--- src/design/srdc_pkg.sv ---
// shared constants, types and helper functions of the stepper rate divider calculator
package srdc_pkg;

  // timer and motor constants
  localparam int unsigned TIMER_CLOCK_HZ = 84000000;
  localparam int unsigned RELOAD_LIMIT   = 65535;
  localparam int unsigned STEPS_PER_REV  = 200;
  localparam int unsigned MAX_DIVISOR    = 256;
  localparam int unsigned FIRST_DIVISOR  = 2;
  localparam int unsigned FRAC_BITS      = 8;
  localparam int unsigned MAX_USHIFT     = 8;

  // smallest divisor product for which the reload fits below the limit is above this
  localparam int unsigned RELOAD_THRESH = TIMER_CLOCK_HZ / (RELOAD_LIMIT + 1);
  localparam longint unsigned COUNT_MAX = 64'd2147483647;

  // transaction field widths
  localparam int unsigned SPEED_W  = 8;
  localparam int unsigned LEN_W    = 24;
  localparam int unsigned CUR_W    = 8;
  localparam int unsigned RELOAD_W = 16;
  localparam int unsigned PRESC_W  = 8;
  localparam int unsigned COUNT_W  = 31;
  localparam int unsigned USTEP_W  = 4;
  localparam int unsigned CFG_IDX_W = 2;

  // internal datapath widths
  localparam int unsigned SHIFT_W = 4;
  localparam int unsigned CLK_W   = 29;
  localparam int unsigned FREQ_W  = 26;
  localparam int unsigned PROD_W  = 34;
  localparam int unsigned DIV_W   = 9;
  localparam int unsigned DCNT_W  = 5;
  localparam int unsigned MAG_W   = 24;
  localparam int unsigned STEPS_W = 34;

  // configuration register indexes
  localparam logic [CFG_IDX_W-1:0] REG_X_USTEP = 2'd0;
  localparam logic [CFG_IDX_W-1:0] REG_Y_USTEP = 2'd1;

  // request types
  localparam logic REQ_SET_SPEED = 1'b0;
  localparam logic REQ_RUN       = 1'b1;

  // microstep factor as a power-of-two shift, indexes past the table give shift MAX_USHIFT
  function automatic logic [SHIFT_W-1:0] ustep_shift(input logic [USTEP_W-1:0] idx);
    logic [SHIFT_W-1:0] sh;
    unique case (idx)
      4'd0, 4'd1: sh = 4'd0;
      4'd2, 4'd3: sh = 4'd1;
      4'd4:       sh = 4'd2;
      4'd5:       sh = 4'd3;
      4'd6:       sh = 4'd4;
      4'd7:       sh = 4'd5;
      4'd8:       sh = 4'd6;
      4'd9:       sh = 4'd7;
      default:    sh = SHIFT_W'(MAX_USHIFT);
    endcase
    return sh;
  endfunction

  // divider command and status
  typedef struct packed {
    logic              start;
    logic [PROD_W-1:0] divisor;
  } div_cmd_t;

  typedef struct packed {
    logic             done;
    logic [CLK_W-1:0] quot;
  } div_status_t;

  // one result transaction
  typedef struct packed {
    logic                axis;
    logic [RELOAD_W-1:0] reload_value;
    logic [PRESC_W-1:0]  prescale;
    logic                pwm_off;
    logic                move_start;
    logic                direction;
    logic [COUNT_W-1:0]  step_count;
    logic [CUR_W-1:0]    drv_current;
    logic                rate_error;
  } result_t;

endpackage

--- src/design/srdc_cfg_if.sv ---
// configuration write channel
interface srdc_cfg_if;
  logic                               valid;
  logic                               ready;
  logic [srdc_pkg::CFG_IDX_W-1:0]     reg_index;
  logic [srdc_pkg::USTEP_W-1:0]       wdata;

  modport source (output valid, output reg_index, output wdata, input ready);
  modport sink (input valid, input reg_index, input wdata, output ready);
endinterface

--- src/design/srdc_in_if.sv ---
// command input channel
interface srdc_in_if;
  logic                                valid;
  logic                                ready;
  logic                                req_type;
  logic                                axis;
  logic [srdc_pkg::SPEED_W-1:0]        speed;
  logic signed [srdc_pkg::LEN_W-1:0]   length_q8;
  logic [srdc_pkg::CUR_W-1:0]          drive_current;

  modport source (output valid, output req_type, output axis, output speed,
                  output length_q8, output drive_current, input ready);
  modport sink (input valid, input req_type, input axis, input speed,
                input length_q8, input drive_current, output ready);
endinterface

--- src/design/srdc_out_if.sv ---
// result output channel
interface srdc_out_if;
  logic                            valid;
  logic                            ready;
  logic                            out_axis;
  logic [srdc_pkg::RELOAD_W-1:0]   reload_value;
  logic [srdc_pkg::PRESC_W-1:0]    prescale;
  logic                            pwm_off;
  logic                            move_start;
  logic                            direction;
  logic [srdc_pkg::COUNT_W-1:0]    step_count;
  logic [srdc_pkg::CUR_W-1:0]      out_current;
  logic                            rate_error;

  modport source (output valid, output out_axis, output reload_value, output prescale,
                  output pwm_off, output move_start, output direction, output step_count,
                  output out_current, output rate_error, input ready);
  modport sink (input valid, input out_axis, input reload_value, input prescale,
                input pwm_off, input move_start, input direction, input step_count,
                input out_current, input rate_error, output ready);
endinterface

--- src/design/srdc_div.sv ---
// bit-serial restoring divider of the timer clock by a divisor product
module srdc_div (
  input  logic                  clk,
  input  logic                  rst_n,
  input  srdc_pkg::div_cmd_t    cmd,
  output srdc_pkg::div_status_t status
);

  logic                          busy_r;
  logic                          done_r;
  logic [srdc_pkg::DCNT_W-1:0]   cnt_r;
  logic [srdc_pkg::CLK_W-1:0]    dvd_r;
  logic [srdc_pkg::CLK_W-1:0]    quot_r;
  logic [srdc_pkg::PROD_W-1:0]   rem_r;
  logic [srdc_pkg::PROD_W-1:0]   dsr_r;
  logic [srdc_pkg::PROD_W:0]     trial;
  logic [srdc_pkg::PROD_W:0]     diff;
  logic                          fits;

  // one quotient bit per cycle
  assign trial = {rem_r, dvd_r[srdc_pkg::CLK_W-1]};
  assign diff  = trial - {1'b0, dsr_r};
  assign fits  = trial >= {1'b0, dsr_r};

  // control
  always_ff @(posedge clk) begin
    if (!rst_n) begin
      busy_r <= 1'b0;
      done_r <= 1'b0;
      cnt_r  <= '0;
    end else begin
      done_r <= 1'b0;
      if (cmd.start) begin
        busy_r <= 1'b1;
        cnt_r  <= srdc_pkg::DCNT_W'(srdc_pkg::CLK_W - 1);
      end else if (busy_r) begin
        cnt_r <= cnt_r - 1'b1;
        if (cnt_r == '0) begin
          busy_r <= 1'b0;
          done_r <= 1'b1;
        end
      end
    end
  end

  // datapath
  always_ff @(posedge clk) begin
    if (cmd.start) begin
      dvd_r  <= srdc_pkg::CLK_W'(srdc_pkg::TIMER_CLOCK_HZ);
      rem_r  <= '0;
      dsr_r  <= cmd.divisor;
      quot_r <= '0;
    end else if (busy_r) begin
      dvd_r  <= {dvd_r[srdc_pkg::CLK_W-2:0], 1'b0};
      rem_r  <= fits ? diff[srdc_pkg::PROD_W-1:0] : trial[srdc_pkg::PROD_W-1:0];
      quot_r <= {quot_r[srdc_pkg::CLK_W-2:0], fits};
    end
  end

  assign status.done = done_r;
  assign status.quot = quot_r;

endmodule

--- src/design/stepper_rate_divider_calc_top.sv ---
// stepper rate divider calculator top level
//
// Takes one stepper command per transaction on in_chan (set speed or run a move
// for axis x or y) and returns one result transaction on out_chan with timer
// reload and prescale values, and for a run the step count, direction and current.
// cfg_chan writes the per-axis microstep table indexes; it is always ready and
// should only be written while no command is in flight.
//
// A command with nonzero speed first searches divisors 2, 3, ... one per cycle by
// accumulating the step frequency, then divides the timer clock by the chosen
// product in a bit-serial divider; a command with speed zero skips both.
// One command is in work at a time; in_chan is ready again once the result has
// moved into the output register.
// The output register holds a result while the receiver stalls, and the next
// command may be accepted and computed meanwhile; it then waits until the
// output register frees up.
// Reset clears the microstep indexes to zero and empties the output register.
module stepper_rate_divider_calc_top (
  input  logic       clk,
  input  logic       rst_n,
  srdc_cfg_if.sink   cfg_chan,
  srdc_in_if.sink    in_chan,
  srdc_out_if.source out_chan
);

  typedef enum logic [3:0] {
    S_IDLE   = 4'b0001,
    S_SEARCH = 4'b0010,
    S_DIVIDE = 4'b0100,
    S_HOLD   = 4'b1000
  } state_t;

  state_t                         state_r, state_nxt;
  logic [srdc_pkg::USTEP_W-1:0]   x_ustep_r, y_ustep_r;
  logic [srdc_pkg::FREQ_W-1:0]    freq_r, freq_nxt;
  logic [srdc_pkg::PROD_W-1:0]    prod_r, prod_nxt;
  logic [srdc_pkg::DIV_W-1:0]     dsel_r, dsel_nxt;
  srdc_pkg::result_t              res_r, res_nxt;
  srdc_pkg::result_t              out_r;
  logic                           out_valid_r, out_valid_nxt;
  logic                           in_acc, out_load;
  srdc_pkg::div_cmd_t             div_cmd;
  srdc_pkg::div_status_t          div_st;

  logic [srdc_pkg::SHIFT_W-1:0]   shift_sel;
  logic [srdc_pkg::FREQ_W-1:0]    base_freq, freq_in;
  logic                           len_neg;
  logic [srdc_pkg::MAG_W-1:0]     mag;
  logic [srdc_pkg::STEPS_W-1:0]   steps_raw;
  logic [srdc_pkg::COUNT_W-1:0]   steps_sat;
  logic                           prod_fits, prod_over;

  // serial divider
  srdc_div u_div (
    .clk    (clk),
    .rst_n  (rst_n),
    .cmd    (div_cmd),
    .status (div_st)
  );

  // configuration registers
  assign cfg_chan.ready = 1'b1;

  always_ff @(posedge clk) begin
    if (!rst_n) begin
      x_ustep_r <= '0;
      y_ustep_r <= '0;
    end else if (cfg_chan.valid && cfg_chan.ready) begin
      if (cfg_chan.reg_index == srdc_pkg::REG_X_USTEP) begin
        x_ustep_r <= cfg_chan.wdata;
      end
      if (cfg_chan.reg_index == srdc_pkg::REG_Y_USTEP) begin
        y_ustep_r <= cfg_chan.wdata;
      end
    end
  end

  // handshakes
  assign in_chan.ready = (state_r == S_IDLE);
  assign in_acc        = in_chan.valid && in_chan.ready;
  assign out_load      = (state_r == S_HOLD) && (!out_valid_r || out_chan.ready);
  assign out_valid_nxt = out_load || (out_valid_r && !out_chan.ready);

  // step frequency and step count of the incoming command
  assign shift_sel = srdc_pkg::ustep_shift(in_chan.axis ? y_ustep_r : x_ustep_r);
  assign base_freq = srdc_pkg::FREQ_W'(in_chan.speed)
                   * srdc_pkg::FREQ_W'(srdc_pkg::STEPS_PER_REV);
  assign freq_in   = base_freq << shift_sel;
  assign len_neg   = in_chan.length_q8[srdc_pkg::LEN_W-1];
  assign mag       = len_neg ? srdc_pkg::MAG_W'(-in_chan.length_q8)
                             : srdc_pkg::MAG_W'(in_chan.length_q8);
  assign steps_raw = (srdc_pkg::STEPS_W'(mag) * srdc_pkg::STEPS_W'(srdc_pkg::STEPS_PER_REV))
                   >> (srdc_pkg::SHIFT_W'(srdc_pkg::FRAC_BITS) - shift_sel);
  assign steps_sat = (steps_raw > srdc_pkg::STEPS_W'(srdc_pkg::COUNT_MAX))
                   ? srdc_pkg::COUNT_W'(srdc_pkg::COUNT_MAX)
                   : steps_raw[srdc_pkg::COUNT_W-1:0];

  // divisor search compares
  assign prod_fits = prod_r > srdc_pkg::PROD_W'(srdc_pkg::RELOAD_THRESH);
  assign prod_over = prod_r > srdc_pkg::PROD_W'(srdc_pkg::TIMER_CLOCK_HZ);

  assign div_cmd.start   = (state_r == S_SEARCH) && prod_fits && !prod_over;
  assign div_cmd.divisor = prod_r;

  // command sequencer
  always_comb begin
    state_nxt = state_r;
    freq_nxt  = freq_r;
    prod_nxt  = prod_r;
    dsel_nxt  = dsel_r;
    res_nxt   = res_r;
    unique case (state_r)
      S_IDLE: begin
        if (in_acc) begin
          res_nxt      = '0;
          res_nxt.axis = in_chan.axis;
          freq_nxt     = freq_in;
          prod_nxt     = srdc_pkg::PROD_W'(freq_in) << 1;
          dsel_nxt     = srdc_pkg::DIV_W'(srdc_pkg::FIRST_DIVISOR);
          if (in_chan.req_type == srdc_pkg::REQ_RUN) begin
            res_nxt.drv_current = in_chan.drive_current;
            if (in_chan.speed == '0) begin
              res_nxt.rate_error = 1'b1;
              state_nxt          = S_HOLD;
            end else begin
              if (steps_sat != '0) begin
                res_nxt.move_start = 1'b1;
                res_nxt.direction  = len_neg;
                res_nxt.step_count = steps_sat;
              end
              state_nxt = S_SEARCH;
            end
          end else begin
            if (in_chan.speed == '0) begin
              res_nxt.pwm_off = 1'b1;
              state_nxt       = S_HOLD;
            end else begin
              state_nxt = S_SEARCH;
            end
          end
        end
      end
      S_SEARCH: begin
        priority if (prod_fits && prod_over) begin
          // frequency too high for the first divisor, or no divisor fits
          if (dsel_r == srdc_pkg::DIV_W'(srdc_pkg::FIRST_DIVISOR)) begin
            res_nxt.reload_value = '0;
            res_nxt.prescale     = srdc_pkg::PRESC_W'(srdc_pkg::FIRST_DIVISOR - 1);
          end else begin
            res_nxt.reload_value = srdc_pkg::RELOAD_W'(srdc_pkg::RELOAD_LIMIT - 1);
            res_nxt.prescale     = srdc_pkg::PRESC_W'(srdc_pkg::MAX_DIVISOR - 1);
          end
          state_nxt = S_HOLD;
        end else if (prod_fits) begin
          state_nxt = S_DIVIDE;
        end else if (dsel_r == srdc_pkg::DIV_W'(srdc_pkg::MAX_DIVISOR)) begin
          res_nxt.reload_value = srdc_pkg::RELOAD_W'(srdc_pkg::RELOAD_LIMIT - 1);
          res_nxt.prescale     = srdc_pkg::PRESC_W'(srdc_pkg::MAX_DIVISOR - 1);
          state_nxt            = S_HOLD;
        end else begin
          dsel_nxt = dsel_r + 1'b1;
          prod_nxt = prod_r + srdc_pkg::PROD_W'(freq_r);
        end
      end
      S_DIVIDE: begin
        if (div_st.done) begin
          res_nxt.reload_value = srdc_pkg::RELOAD_W'(div_st.quot - 1'b1);
          res_nxt.prescale     = srdc_pkg::PRESC_W'(dsel_r - 1'b1);
          state_nxt            = S_HOLD;
        end
      end
      S_HOLD: begin
        if (out_load) begin
          state_nxt = S_IDLE;
        end
      end
      default: begin
        state_nxt = S_IDLE;
      end
    endcase
  end

  // control registers
  always_ff @(posedge clk) begin
    if (!rst_n) begin
      state_r     <= S_IDLE;
      out_valid_r <= 1'b0;
    end else begin
      state_r     <= state_nxt;
      out_valid_r <= out_valid_nxt;
    end
  end

  // working and output payload registers
  always_ff @(posedge clk) begin
    freq_r <= freq_nxt;
    prod_r <= prod_nxt;
    dsel_r <= dsel_nxt;
    res_r  <= res_nxt;
    if (out_load) begin
      out_r <= res_r;
    end
  end

  // output channel
  assign out_chan.valid        = out_valid_r;
  assign out_chan.out_axis     = out_r.axis;
  assign out_chan.reload_value = out_r.reload_value;
  assign out_chan.prescale     = out_r.prescale;
  assign out_chan.pwm_off      = out_r.pwm_off;
  assign out_chan.move_start   = out_r.move_start;
  assign out_chan.direction    = out_r.direction;
  assign out_chan.step_count   = out_r.step_count;
  assign out_chan.out_current  = out_r.drv_current;
  assign out_chan.rate_error   = out_r.rate_error;

  // an accepted command keeps the input closed until its result is stored
  a_accept_closes: assert property (@(posedge clk) disable iff (!rst_n)
    in_acc |=> !in_chan.ready)
    else $error("input stayed open after a command was accepted");

  // a finished division moves the sequencer to the result stage
  a_div_to_hold: assert property (@(posedge clk) disable iff (!rst_n)
    (state_r == S_DIVIDE) && div_st.done |=> (state_r == S_HOLD))
    else $error("division result not taken");

  // divisor under search stays within its range
  a_dsel_range: assert property (@(posedge clk) disable iff (!rst_n)
    (state_r == S_SEARCH) |->
      (dsel_r >= srdc_pkg::DIV_W'(srdc_pkg::FIRST_DIVISOR)) &&
      (dsel_r <= srdc_pkg::DIV_W'(srdc_pkg::MAX_DIVISOR)))
    else $error("divisor out of range");

  // flags of a delivered result are consistent
  a_flags: assert property (@(posedge clk) disable iff (!rst_n)
    out_valid_r |-> !(out_r.pwm_off && out_r.rate_error) &&
                    (out_r.move_start || (out_r.step_count == '0)))
    else $error("inconsistent result flags");

endmodule

--- src/flat_wrapper.sv ---
// flat-port wrapper written by rule: the top's interface ports become plain ports
module stepper_rate_divider_calc_top_flat 
  (clk, rst_n, cfg_chan_valid, cfg_chan_reg_index, cfg_chan_wdata, cfg_chan_ready, in_chan_valid, in_chan_req_type, in_chan_axis, in_chan_speed, in_chan_length_q8, in_chan_drive_current, in_chan_ready, out_chan_valid, out_chan_out_axis, out_chan_reload_value, out_chan_prescale, out_chan_pwm_off, out_chan_move_start, out_chan_direction, out_chan_step_count, out_chan_out_current, out_chan_rate_error, out_chan_ready);
  srdc_cfg_if cfg_chan_i ();
  srdc_in_if in_chan_i ();
  srdc_out_if out_chan_i ();
  input  logic clk;
  input  logic rst_n;
  input wire logic [$bits(cfg_chan_i.valid)-1:0] cfg_chan_valid;
  input wire logic [$bits(cfg_chan_i.reg_index)-1:0] cfg_chan_reg_index;
  input wire logic [$bits(cfg_chan_i.wdata)-1:0] cfg_chan_wdata;
  output wire logic [$bits(cfg_chan_i.ready)-1:0] cfg_chan_ready;
  input wire logic [$bits(in_chan_i.valid)-1:0] in_chan_valid;
  input wire logic [$bits(in_chan_i.req_type)-1:0] in_chan_req_type;
  input wire logic [$bits(in_chan_i.axis)-1:0] in_chan_axis;
  input wire logic [$bits(in_chan_i.speed)-1:0] in_chan_speed;
  input wire logic [$bits(in_chan_i.length_q8)-1:0] in_chan_length_q8;
  input wire logic [$bits(in_chan_i.drive_current)-1:0] in_chan_drive_current;
  output wire logic [$bits(in_chan_i.ready)-1:0] in_chan_ready;
  output wire logic [$bits(out_chan_i.valid)-1:0] out_chan_valid;
  output wire logic [$bits(out_chan_i.out_axis)-1:0] out_chan_out_axis;
  output wire logic [$bits(out_chan_i.reload_value)-1:0] out_chan_reload_value;
  output wire logic [$bits(out_chan_i.prescale)-1:0] out_chan_prescale;
  output wire logic [$bits(out_chan_i.pwm_off)-1:0] out_chan_pwm_off;
  output wire logic [$bits(out_chan_i.move_start)-1:0] out_chan_move_start;
  output wire logic [$bits(out_chan_i.direction)-1:0] out_chan_direction;
  output wire logic [$bits(out_chan_i.step_count)-1:0] out_chan_step_count;
  output wire logic [$bits(out_chan_i.out_current)-1:0] out_chan_out_current;
  output wire logic [$bits(out_chan_i.rate_error)-1:0] out_chan_rate_error;
  input wire logic [$bits(out_chan_i.ready)-1:0] out_chan_ready;
  assign cfg_chan_i.valid = cfg_chan_valid;
  assign cfg_chan_i.reg_index = cfg_chan_reg_index;
  assign cfg_chan_i.wdata = cfg_chan_wdata;
  assign cfg_chan_ready = cfg_chan_i.ready;
  assign in_chan_i.valid = in_chan_valid;
  assign in_chan_i.req_type = in_chan_req_type;
  assign in_chan_i.axis = in_chan_axis;
  assign in_chan_i.speed = in_chan_speed;
  assign in_chan_i.length_q8 = in_chan_length_q8;
  assign in_chan_i.drive_current = in_chan_drive_current;
  assign in_chan_ready = in_chan_i.ready;
  assign out_chan_valid = out_chan_i.valid;
  assign out_chan_out_axis = out_chan_i.out_axis;
  assign out_chan_reload_value = out_chan_i.reload_value;
  assign out_chan_prescale = out_chan_i.prescale;
  assign out_chan_pwm_off = out_chan_i.pwm_off;
  assign out_chan_move_start = out_chan_i.move_start;
  assign out_chan_direction = out_chan_i.direction;
  assign out_chan_step_count = out_chan_i.step_count;
  assign out_chan_out_current = out_chan_i.out_current;
  assign out_chan_rate_error = out_chan_i.rate_error;
  assign out_chan_i.ready = out_chan_ready;
  stepper_rate_divider_calc_top u_core (.clk(clk), .rst_n(rst_n), .cfg_chan(cfg_chan_i), .in_chan(in_chan_i), .out_chan(out_chan_i));
endmodule
--- config.mk ---
export PLATFORM = sky130hd
export DESIGN_NAME = stepper_rate_divider_calc_top_flat
export DESIGN_NICKNAME = d
export VERILOG_FILES = /design/src/design/srdc_pkg.sv /design/src/design/srdc_cfg_if.sv /design/src/design/srdc_in_if.sv /design/src/design/srdc_out_if.sv /design/src/design/srdc_div.sv /design/src/design/stepper_rate_divider_calc_top.sv /design/src/flat_wrapper.sv
export SDC_FILE = /design/constraint.sdc
export NUM_CORES = 1
export LEC_CHECK = 0
export ABC_AREA = 1
export BUFFER_PORTS_ARGS = -buffer_cell sky130_fd_sc_hd__buf_4
export CELL_PAD_IN_SITES_DETAIL_PLACEMENT = 0
export CELL_PAD_IN_SITES_GLOBAL_PLACEMENT = 1
export CORE_MARGIN = 2
export CORE_UTILIZATION = 40
export CTS_CLUSTER_DIAMETER = 80
export DETAILED_ROUTE_END_ITERATION = 10
export PLACE_DENSITY = 0.82
export SLEW_MARGIN = 20
export SYNTH_ARGS = -nofsm -noshare
export SYNTH_HDL_FRONTEND = slang
export SYNTH_HIERARCHICAL = 1
export SYNTH_SLANG_ARGS = --single-unit
--- constraint.sdc ---
create_clock -name clk -period 5.4 [get_ports clk]
set_clock_uncertainty 0.1 [all_clocks]
set_input_delay 0.27 -clock clk [delete_from_list [all_inputs] [get_ports clk]]
set_output_delay 0.27 -clock clk [all_outputs]
set_load 0.1 [all_outputs]
==> impl_metrics.csv <==
group,metric,value,unit
outcome,status,"finished with violations",
outcome,violations,"negative setup slack",
finish,fin_util,0.493,
clock_tree,clock_path_buffers,3,
clock_tree,cts-root-buf,"clkbuf_16",
detailed_routing,drtIter0Drc,1325,
clock_tree,cts_tree,"built",
finish,fill_cells,5856,
detailed_routing,totalWireLength,60.7,mm
worst_setup_path,worstPathRequired,5.67,ns
sta,finalMaxSlewViolations,0,
floorplan,rows,88,
hold_path,min_from,"in_chan_req_type",
worst_setup_path,critPathTopFamily,"simple AND/OR/NAND/NOR gates",
sta,finalCritPeriodShare,1.02,
sta,holdWs,0.0205,ns
floorplan,die_area,60800,um2
worst_setup_path,crit_buf_inv,10,
floorplan,die_h,247,um
finish,nets,3699,
global_routing,grt_pass1_vias,19600,
run,maxCapViolCount,0,
place,gp_congestion,0.880,
global_routing,grt_pass1_wl,99.2,mm
hold_path,hold_class,"in -> reg",
worst_setup_path,end_kind,"flip-flop",
worst_setup_path,critical_path.endpoint,"u_core/res_r[38]",
power,leakagePower,14.0,nW
finish,n_antenna_cell,0,
logic_synthesis,syn_area_per_cell,7.42,um2
clock_tree,cts_made_buffers,34,
sta,finalHoldViolCount,0,
worst_setup_path,cpMaxStageDelayCell,"fa_1",
power,power_density,380,nW/um2
clock_tree,clkTransAtPathRegs,0.06,ns
worst_setup_path,r2r-end,"u_core/res_r[18]",
sta,slew-limit-headroom,0.391,
worst_setup_path,max_stage_delay,0.49,ns
place,io_buffers,122,
clock_tree,cts.sink_count,324,
worst_setup_path,worst_setup_path_start_kind,"primary input",
power,ir_worst_vdd,256,uV
place,place_inst,4132,
sta,setup_slack,-0.0863,ns
floorplan,initial_core_util,0.406,
sta,setup_viol,32,
finish,drive_above_1_share,0.172,
finish,seq_area,8820,um2
floorplan,pin_count,124,
global_routing,grt_max_degree,68,
clock_tree,worstSkewPairLatency,0.54,ns
worst_setup_path,critPathArrivalTime,5.75,ns
clock_tree,h-tree-depth,2,
sta,rsz0062_at_grt,"true",
worst_setup_path,crit_fanout,8,
worst_setup_path,crit_type,"in -> reg",
detailed_routing,drt-pass1-iter-count,5,
floorplan,die_w,247,um
power,p_total,0.0108,W
finish,syn_to_final_growth,21.3,%
worst_setup_path,critPathLaunch,"in_chan_length_q8[1]",
detailed_routing,vias,20900,
finish,layout.cells.non_filler,4235,
global_routing,track_usage,0.199,
logic_synthesis,netlist_instances,3171,
global_routing,antenna_found_initial,0,
worst_setup_path,ff2ff_path_depth,22,
sta,worst_slew_pin_slew,0.914,ns
floorplan,core_area,57900,um2
finish,multiInputGateArea,13000,um2
sta,max_freq,182,MHz
worst_setup_path,reg2reg_slack,1.45,ns
detailed_routing,drcViolationCount,0,
detailed_routing,via_per_inst,4.93,
worst_setup_path,timing.rr.start,"u_core/y_ustep_r[2]",
worst_setup_path,cp.depth,37,
detailed_routing,wl_per_cell,14.3,um
place,dp_hpwl,45.1,mm
logic_synthesis,yosys_warnings,6,
sta,finalCriticalPeriod,5.49,ns
logic_synthesis,synth.cell_area,23500,um2
global_routing,grt_overflow,0,
detailed_routing,ant_nets,0,
## worst min-delay path by stage
stage | end | slack [ns] | cells after the start
5_1_grt | u_core/res_r[6] | 0.02 | 3
3_5_place_dp | u_core/out_chan.prescale[6] | 0.30 | 0
6_report | u_core/res_r[3] | 0.02 | 3
4_1_cts | u_core/res_r[6] | 0.003 | 3
3_3_place_gp | u_core/out_chan.out_axis | 0.30 | 0
2_1_floorplan | u_core/res_r[67] | 0.27 | 0
## layout make-up
cell class,instances,area share
clock inverters,16,0.00504
clock buffers,43,0.0347
repair buffers,328,0.0912
inverters,544,0.0719
flip-flops and latches,324,0.309
well taps,765,0.0336
multi-input cells,2215,0.454
## layer usage
metal  global-route usage  vias to the layer above  share of wire  wire (um)
met1                0.289                     9541           0.50      30200
met4               0.0377                        0          0.017       1010
met5                    0                        -              0          0
met2                0.316                      422           0.44      26700
li1                     -                    10800              -          -
met3               0.0266                       75          0.045       2750
## power breakdown
| group | switching [W] | total (W) | internal, W |
|---|---|---|---|
| Combinational | 0.00312 | 0.00519 | 0.00207 |
| Sequential | 0.000185 | 0.00326 | 0.00308 |
| Clock | 0.000996 | 0.00239 | 0.00140 |
## worst reg2reg max path, delay by kind of cell (launching register included)
| kind | cells | cell delay [ns] |
|---|---|---|
| and+or+nand+nor | 14 | 1.61 |
| buffers and inverters | 4 | 0.87 |
| adders and majority gates | 1 | 0.34 |
| DFF | 1 | 0.31 |
| AOI/OAI and AO/OA | 2 | 0.28 |
| xor gates and xnor gates | 1 | 0.20 |
## cell usage in the layout (no fill, tap or decap), types with 5 or more instances in the layout
master	instances
dfxtp_1	90
ha_1	167
inv_1	515
nand3b_1	9
nor4_1	9
o21ai_0	163
fa_1	23
nor3_2	6
edfxtp_1	233
nand3_1	226
xnor2_1	21
nor2_4	13
nand2_2	39
o211ai_1	10
nor2_1	276
nor3_1	29
o22ai_1	6
clkinv_1	9
nand4_1	67
inv_2	22
nand2_4	6
xor2_2	7
a21oi_2	12
buf_4	302
ha_4	9
o21ai_1	12
nand2_1	784
xor2_1	62
o221ai_1	5
clkbuf_16	38
or2_2	5
dlygate4sd3_1	17
nor2_2	30
a21oi_1	100
a31oi_1	8
nand3_2	57
o31ai_1	5
conb_1	6
o21ai_2	5
## per-stage QoR
| stage | instance area [um2] | setup TNS (ns) | setup WS (ns) |
|---|---|---|---|
| finish | 28500 | -1.69 | -0.0863 |
| detailed placement | 26200 | -29.45 | -0.944 |
| global placement | 26200 | -25.36 | -0.778 |
| global route | 28500 | -17.05 | -0.546 |
| CTS | 27900 | -1.08 | -0.0572 |
| floorplan | 23500 | 0 | 0.0707 |
## state kept, by name, indices dropped and copies added (netlist names), 5 cells and up
| name | flops |
|---|---|
| u_core/res_r | 68 |
| u_core/u_div/dsr_r | 34 |
| u_core/u_div/rem_r | 34 |
| u_core/out_chan.step_count | 31 |
| u_core/prod_r | 31 |
| u_core/freq_r | 23 |
| u_core/u_div/dvd_r | 21 |
| u_core/out_chan.reload_value | 16 |
| u_core/u_div/quot_r | 16 |
| u_core/dsel_r | 9 |
| u_core/out_chan.out_current | 8 |
| u_core/out_chan.prescale | 8 |
| u_core/u_div/cnt_r | 5 |
## timing repair
item / in CTS / in global routing
pin swaps: 11 / 45
gates cloned: 2 / 1
endpoints found under the setup margin: 33 / 33
resized for setup: 46 / 137
hold endpoints to repair: 20 / 0
hold buffers: 17 / 0
setup buffers: 13 / 11
(Power assumes the default switching activity.)
